## config.mk

```make
export PLATFORM = sky130hd
export DESIGN_NAME = bts_ctrl
export DESIGN_NICKNAME = d
export VERILOG_FILES = /design/src/sv/bts_pkg.sv /design/src/sv/bts_ctrl.sv
export VERILOG_INCLUDE_DIRS = /design/src /design/src/sv
export SDC_FILE = /design/constraint.sdc
export NUM_CORES = 1
export LEC_CHECK = 0
export ABC_AREA = 1
export BUFFER_PORTS_ARGS = -buffer_cell sky130_fd_sc_hd__clkbuf_2
export CORE_AREA = 2 2 39 41
export CTS_CLUSTER_SIZE = 10
export DETAILED_ROUTE_END_ITERATION = 7
export DIE_AREA = 0 0 41 43
export GPL_ROUTABILITY_DRIVEN = 0
export HOLD_SLACK_MARGIN = 0.03
export PLACE_DENSITY = 0.61
export SLEW_MARGIN = 15
export SYNTH_ARGS = -nofsm -noshare
export SYNTH_HDL_FRONTEND = slang
export SYNTH_SLANG_ARGS = --single-unit
export TNS_END_PERCENT = 1
```

## constraint.sdc

```tcl
create_clock -name clk_i -period 1.9 [get_ports clk_i]
set_clock_uncertainty 0.1 [all_clocks]
set_input_delay 0.095 -clock clk_i [delete_from_list [all_inputs] [get_ports clk_i]]
set_output_delay 0.095 -clock clk_i [all_outputs]
set_load 0.1 [all_outputs]
```

## src/sv/block_then_binary_search_macros.svh

```systemverilog
// Assertion macros shared by the block-then-binary search RTL.
// Each macro expands to one labelled concurrent assertion on clk_i, disabled in reset.
`ifndef BLOCK_THEN_BINARY_SEARCH_MACROS_SVH
`define BLOCK_THEN_BINARY_SEARCH_MACROS_SVH

// Consequent must hold in the same cycle as the antecedent.
`define BTS_ASSERT_SAME(label, ante, cons) \
  label: assert property (@(posedge clk_i) disable iff (!rst_ni) (ante) |-> (cons)) \
    else $error("block_then_binary_search: same-cycle check failed");

// Consequent must hold in the cycle after the antecedent.
`define BTS_ASSERT_NEXT(label, ante, cons) \
  label: assert property (@(posedge clk_i) disable iff (!rst_ni) (ante) |=> (cons)) \
    else $error("block_then_binary_search: next-cycle check failed");

`endif

```

## src/sv/bts_pkg.sv

```systemverilog
// Package for the block-then-binary search: widths, codes and the
// command and status structs between the controller and the datapath. No dependencies.
`timescale 1ns / 1ps

package bts_pkg;

  localparam int unsigned MaxElements = 1024;
  localparam int unsigned AddrW       = $clog2(MaxElements);
  localparam int unsigned LenW        = 11;
  localparam int unsigned SumW        = LenW + 1;
  localparam int unsigned DataW       = 32;
  localparam int unsigned PosW        = 10;
  localparam int unsigned CfgIdxW     = 1;

  localparam logic [LenW-1:0] LenReset   = LenW'(1024);
  localparam logic [LenW-1:0] BlockReset = LenW'(32);

  localparam logic OP_LOAD   = 1'b0;
  localparam logic OP_SEARCH = 1'b1;

  localparam logic [CfgIdxW-1:0] CFG_ARRAY_LENGTH = CfgIdxW'(0);
  localparam logic [CfgIdxW-1:0] CFG_BLOCK_SIZE   = CfgIdxW'(1);

  typedef logic signed [DataW-1:0] data_t;

  typedef enum logic [1:0] {
    ADDR_CUR,
    ADDR_RIGHT,
    ADDR_NEXT,
    ADDR_MID
  } addr_sel_e;

  typedef struct packed {
    logic      mem_we;
    logic      search_init;
    addr_sel_e addr_sel;
    logic      cap_start;
    logic      adv_c;
    logic      bs_init;
    logic      bs_step;
    logic      res_set;
    logic      res_found;
    logic      out_load;
  } cmd_t;

  typedef struct packed {
    logic n_zero;
    logic hit;
    logic last;
    logic eq;
    logic fail;
  } status_t;

endpackage

```

## src/sv/bts_ctrl.sv

```systemverilog
// Controller of the block-then-binary search: sequences load writes,
// checkpoint scan, bisection and result hand-off. Depends on bts_pkg and the assertion macro header.
`timescale 1ns / 1ps
`include "block_then_binary_search_macros.svh"

module bts_ctrl
  import bts_pkg::*;
(
  input  logic    clk_i,
  input  logic    rst_ni,
  input  logic    in_valid_i,
  input  logic    in_opcode_i,
  output logic    in_ready_o,
  output logic    out_valid_o,
  input  logic    out_ready_i,
  input  status_t status_i,
  output cmd_t    cmd_o
);

  localparam logic [2:0] S_IDLE  = 3'd0;
  localparam logic [2:0] S_CK_C  = 3'd1;
  localparam logic [2:0] S_CK_R  = 3'd2;
  localparam logic [2:0] S_CK_EV = 3'd3;
  localparam logic [2:0] S_BS_RD = 3'd4;
  localparam logic [2:0] S_BS_EV = 3'd5;
  localparam logic [2:0] S_DONE  = 3'd6;

  logic [2:0] state_q, state_d;
  logic       out_valid_q, out_valid_d;
  logic       in_acc, out_free;

  assign in_ready_o  = (state_q == S_IDLE);
  assign in_acc      = in_valid_i && in_ready_o;
  assign out_free    = !out_valid_q || out_ready_i;
  assign out_valid_o = out_valid_q;

  always_comb begin
    cmd_o       = '0;
    cmd_o.addr_sel = ADDR_CUR;
    state_d     = state_q;
    out_valid_d = out_valid_q && !out_ready_i;
    case (state_q)
      S_IDLE: begin
        if (in_acc) begin
          if (in_opcode_i == OP_SEARCH) begin
            cmd_o.search_init = 1'b1;
            state_d = S_CK_C;
          end else begin
            cmd_o.mem_we = 1'b1;
          end
        end
      end
      S_CK_C: begin
        if (status_i.n_zero) begin
          cmd_o.res_set = 1'b1;
          state_d = S_DONE;
        end else begin
          cmd_o.addr_sel = ADDR_CUR;
          state_d = S_CK_R;
        end
      end
      S_CK_R: begin
        // Read data now holds the block start.
        cmd_o.addr_sel  = ADDR_RIGHT;
        cmd_o.cap_start = 1'b1;
        state_d = S_CK_EV;
      end
      S_CK_EV: begin
        if (status_i.hit) begin
          cmd_o.bs_init = 1'b1;
          state_d = S_BS_RD;
        end else if (status_i.last) begin
          cmd_o.res_set = 1'b1;
          state_d = S_DONE;
        end else begin
          // Fetch the next block start while stepping the checkpoint.
          cmd_o.adv_c    = 1'b1;
          cmd_o.addr_sel = ADDR_NEXT;
          state_d = S_CK_R;
        end
      end
      S_BS_RD: begin
        cmd_o.addr_sel = ADDR_MID;
        state_d = S_BS_EV;
      end
      S_BS_EV: begin
        if (status_i.eq) begin
          cmd_o.res_set   = 1'b1;
          cmd_o.res_found = 1'b1;
          state_d = S_DONE;
        end else if (status_i.fail) begin
          cmd_o.res_set = 1'b1;
          state_d = S_DONE;
        end else begin
          cmd_o.bs_step = 1'b1;
          state_d = S_BS_RD;
        end
      end
      S_DONE: begin
        if (out_free) begin
          cmd_o.out_load = 1'b1;
          out_valid_d = 1'b1;
          state_d = S_IDLE;
        end
      end
      default: begin
        state_d = S_IDLE;
      end
    endcase
  end

  always_ff @(posedge clk_i or negedge rst_ni) begin
    if (!rst_ni) begin
      state_q     <= S_IDLE;
      out_valid_q <= 1'b0;
    end else begin
      state_q     <= state_d;
      out_valid_q <= out_valid_d;
    end
  end

  `BTS_ASSERT_NEXT(a_search_blocks_input, in_acc && (in_opcode_i == OP_SEARCH), !in_ready_o)
  `BTS_ASSERT_SAME(a_load_only_when_free, cmd_o.out_load, out_free)
  `BTS_ASSERT_NEXT(a_done_gives_result, (state_q == S_DONE) && out_free, out_valid_o)
  `BTS_ASSERT_SAME(a_write_only_on_load, cmd_o.mem_we, in_acc && (in_opcode_i == OP_LOAD))

endmodule
```

* Yosys cells after proc, flatten, opt, wreduce, memory -nomap -nowiden
Cells that the tools add are included.
** Storage, ports and cells
- Bits in registers :: 4
- Input bits :: 10
- Output and inout port bits :: 13
- Logic and storage cells :: 54
** Cells by class
- Equal/unequal tests :: 9
- Muxes and demuxes :: 36
- Reduce and logical (&&, ||, !) cells :: 7
** Operators by type and width (number)
- $mux 3 :: 7
- $pmux 3 s7 :: 1
- $mux 1 :: 20
- $mux 2 :: 6
- $eq 3x3->1 const B :: 3
- $eq 3x2->1 const B :: 2
- $pmux 2 s3 :: 1
- $ne 2x2->1 const B :: 2
- $eq 3x1->1 const B :: 1
- $logic_not 3->1 :: 1
- $pmux 1 s3 :: 1
- $reduce_and 3->1 :: 1
- $logic_and 1x1->1 :: 2
- $logic_not 1->1 :: 2
- $ne 2x1->1 const B :: 1
- $logic_or 1x1->1 :: 1

* Depth between registers and ports, before layout
- Depth after elaboration :: 4
- Gate-level depth with buffers :: 6

* Worst setup path before layout
OpenSTA, ideal clock, no wires.
- Path kind :: reg-to-output
- Start :: register state_q[1]
- End :: output port cmd_o[7] (netlist name)
- Arrival time :: 2.668 ns
- Path slack :: -0.963 ns
- Stages on the path, launching flop included :: 4
- Buffers on the path :: 0
- Path through :: dfrtp_1 -> inv_1 -> nand2_1 -> o21ai_0
** RTL lines
- from (decl) :: line bts_ctrl.sv:28 : logic [2:0] state_q, state_d;
- from (signal assigned) :: line bts_ctrl.sv:117 : state_q <= state_d;
- to (decl) :: line bts_ctrl.sv:17 : output cmd_t cmd_o

==> impl_metrics.tcl <==
set metrics [dict create \
    root_buffer "clkbuf_4" \
    critPathRequiredTime_ps 1700 \
    die_h_um 43 \
    drive_gt1_frac 0.432 \
    grt_max_degree 7 \
    die_x_um 41 \
    drt_wl_total_um 816 \
    synth_top_family_by_area "simple AND/OR/NAND/NOR gates" \
    crit_path_max_incr_delay_ps 460 \
    synthTopCellsByCount "12 x nand2_1, 11 x nor2_1, 8 x inv_1" \
    multi_input_area_um2 186 \
    grt_pass1_wl_um 1260 \
    slowest_stage "clkbuf_2" \
    synthSimpleGateAreaFrac 0.470 \
    syn-cell-area_um2 317 \
    first_pass_iters 4 \
    place_inst 92 \
    hold_viol 0 \
    grt_pass1_vias 339 \
    crit_path_start_kind "flip-flop" \
    rrSetupSlack_ps 810 \
    drcViolationCount 0 \
    grtUsageTotal 0.109 \
    core_um2 1380 \
    synth_edf_count 0 \
    hold_class "primary input to flip-flop" \
    criticalPathCategory "flip-flop to output pin" \
    synth_top_area_cell "dfrtp_1" \
    period_needed_ps 1770 \
    synth_async_sr_flop_share 1.00 \
    start_util 0.229 \
    io_buffers 22 \
    synth.area.top_cells "dfrtp_1 32%, nand2_1 14%, nor2_1 13%" \
    final_nets 93 \
    slew_headroom 0.638 \
    synth_fa_ha_area_frac 0 \
    yosysTopAreaCellShare 0.316 \
    cts_setup_buffers 0 \
    dieArea_um2 1760 \
    drt_iter0_drc 4 \
    status "finished clean" \
    ctsResizeCount 0 \
    io_pins 23 \
    setup_tns_ps 0 \
    dp_hpwl_um 679 \
    yosys_warnings 0 \
    synth_mux_area_frac 0 \
    crit_arrival_ps 1570 \
    grt_setup_unrepaired "false" \
    min_period_over_period 0.929 \
    synth_compound_gate_area_share 0.0830 \
    ys_seq_area_frac 0.316 \
    yosysMostFrequentCell "nand2_1" \
    wl_per_cell_um 8.41 \
    cts_max_level 1 \
    end_kind "output pin" \
    cts_buffer_depth 2 \
    ys_ff_latch 4 \
    via_count 415 \
    cts_tree "built" \
    num_rows 14 \
    vias_per_cell 4.28 \
    clk_pin_slew_worst_paths_ps 40 \
    slew_violations 0 \
    cts_buffers 3 \
    clock_sinks 4 \
    critPathMaxFanout 6 \
    crit_path_cell_trace "inv_1 -> nor2_2 -> nand2_1 -> nor2_1 -> clkbuf_2" \
    tightest_slew_ps 545 \
    synth.distinct_cells 12 \
    ys.flop_type "dfrtp_1" \
    antenna_left 0 \
    grt_antenna_before_repair 0 \
    fill_cells 157 \
    setup_viol_count_final 0 \
    final-seq-area_um2 100 \
    grt_remaining_overflow 0 \
    fmax_mhz 566 \
    antenna_cells 0 \
    synthXorXnorAreaFrac 0 \
    clk-insertion-delay-late_ps 240 \
    maxCapViolations 0 \
    stdcell_count 97 \
    syn-num-nets 64 \
    area_growth_pct 59.7 \
    netlist_instances 54 \
    avgSynthCellArea_um2 5.86 \
]
[layout by cell type, fill, tap and decap left out]
cell / count
o22ai_2: 1
dlygate4sd3_1: 2
or2_2: 1
o21ai_0: 3
clkbuf_4: 3
nor2_1: 9
dfrtp_1: 4
nand2_2: 1
nand3_1: 5
nor2_2: 4
buf_4: 2
o21ai_1: 1
inv_1: 8
nand4_1: 2
nand2_1: 12
clkbuf_2: 20
inv_2: 3
[per-layer routing]
metal | track usage | part of all wire | vias to the layer above
met5 | 0 | 0 | -
met4 | 0.0800 | 0 | 0
met3 | 0.0524 | 0.063 | 0
met2 | 0.153 | 0.47 | 14
met1 | 0.121 | 0.47 | 177
li1 | - | - | 224
[stage by stage]
stage	utilization	setup WS [ps]	area [um2]	hold slack, ps
2_1_floorplan	-	-234	328	-301
3_3_place_gp	0.335	409	463	-197
3_5_place_dp	0.335	386	463	-193
4_1_cts	0.365	126	505	51.6
5_1_grt	0.365	28.1	505	76.3
6_report	0.365	134	505	60.4
[sequential cells by signal, summed over array words and instances, names as in the netlist]
signal       cells
out_valid_o      1
state_q          3
[area by class of cell]
type,count,share of cell area
clock buffers,3,0.0446
inverters,11,0.0817
multi-input cells,39,0.369
flip-flops and latches,4,0.198
well taps,16,0.0396
repair buffers,24,0.267
[worst max-delay path, delay by kind of cell (launching register included)]
family        cells  cell delay (ps)
buf+inv           2              570
simple gates      3              320
flops             1              440
[worst paths after layout]
check | cells past startpoint | endpoint | startpoint
setup reg to reg | 5 | state_q[0] | state_q[2]
hold reg to reg | 2 | out_valid_o | out_valid_o
min in group asynchronous | 2 | out_valid_o | rst_ni
max in group asynchronous | 2 | state_q[1] | rst_ni
setup / recovery | 5 | cmd_o[1] | state_q[0]
hold / removal | 3 | state_q[2] | status_i[4]
[logic make-up (layout without fill, tap and decap cells)]
family,count (synthesis),count (layout)
AND/OR/NAND/NOR,34,34
buffers and inverters,11,38
AO/OA/AOI/OAI,5,5
flip-flops,4,4
[timing repair]
action                                 in CTS  in global routing
hold buffers                                2                  0
endpoints found under the hold margin       5                  0
setup endpoints to repair                   0                  0
Power is not shown: default switching activity piles up to over one toggle a cycle in this logic, so the estimate is an artifact.
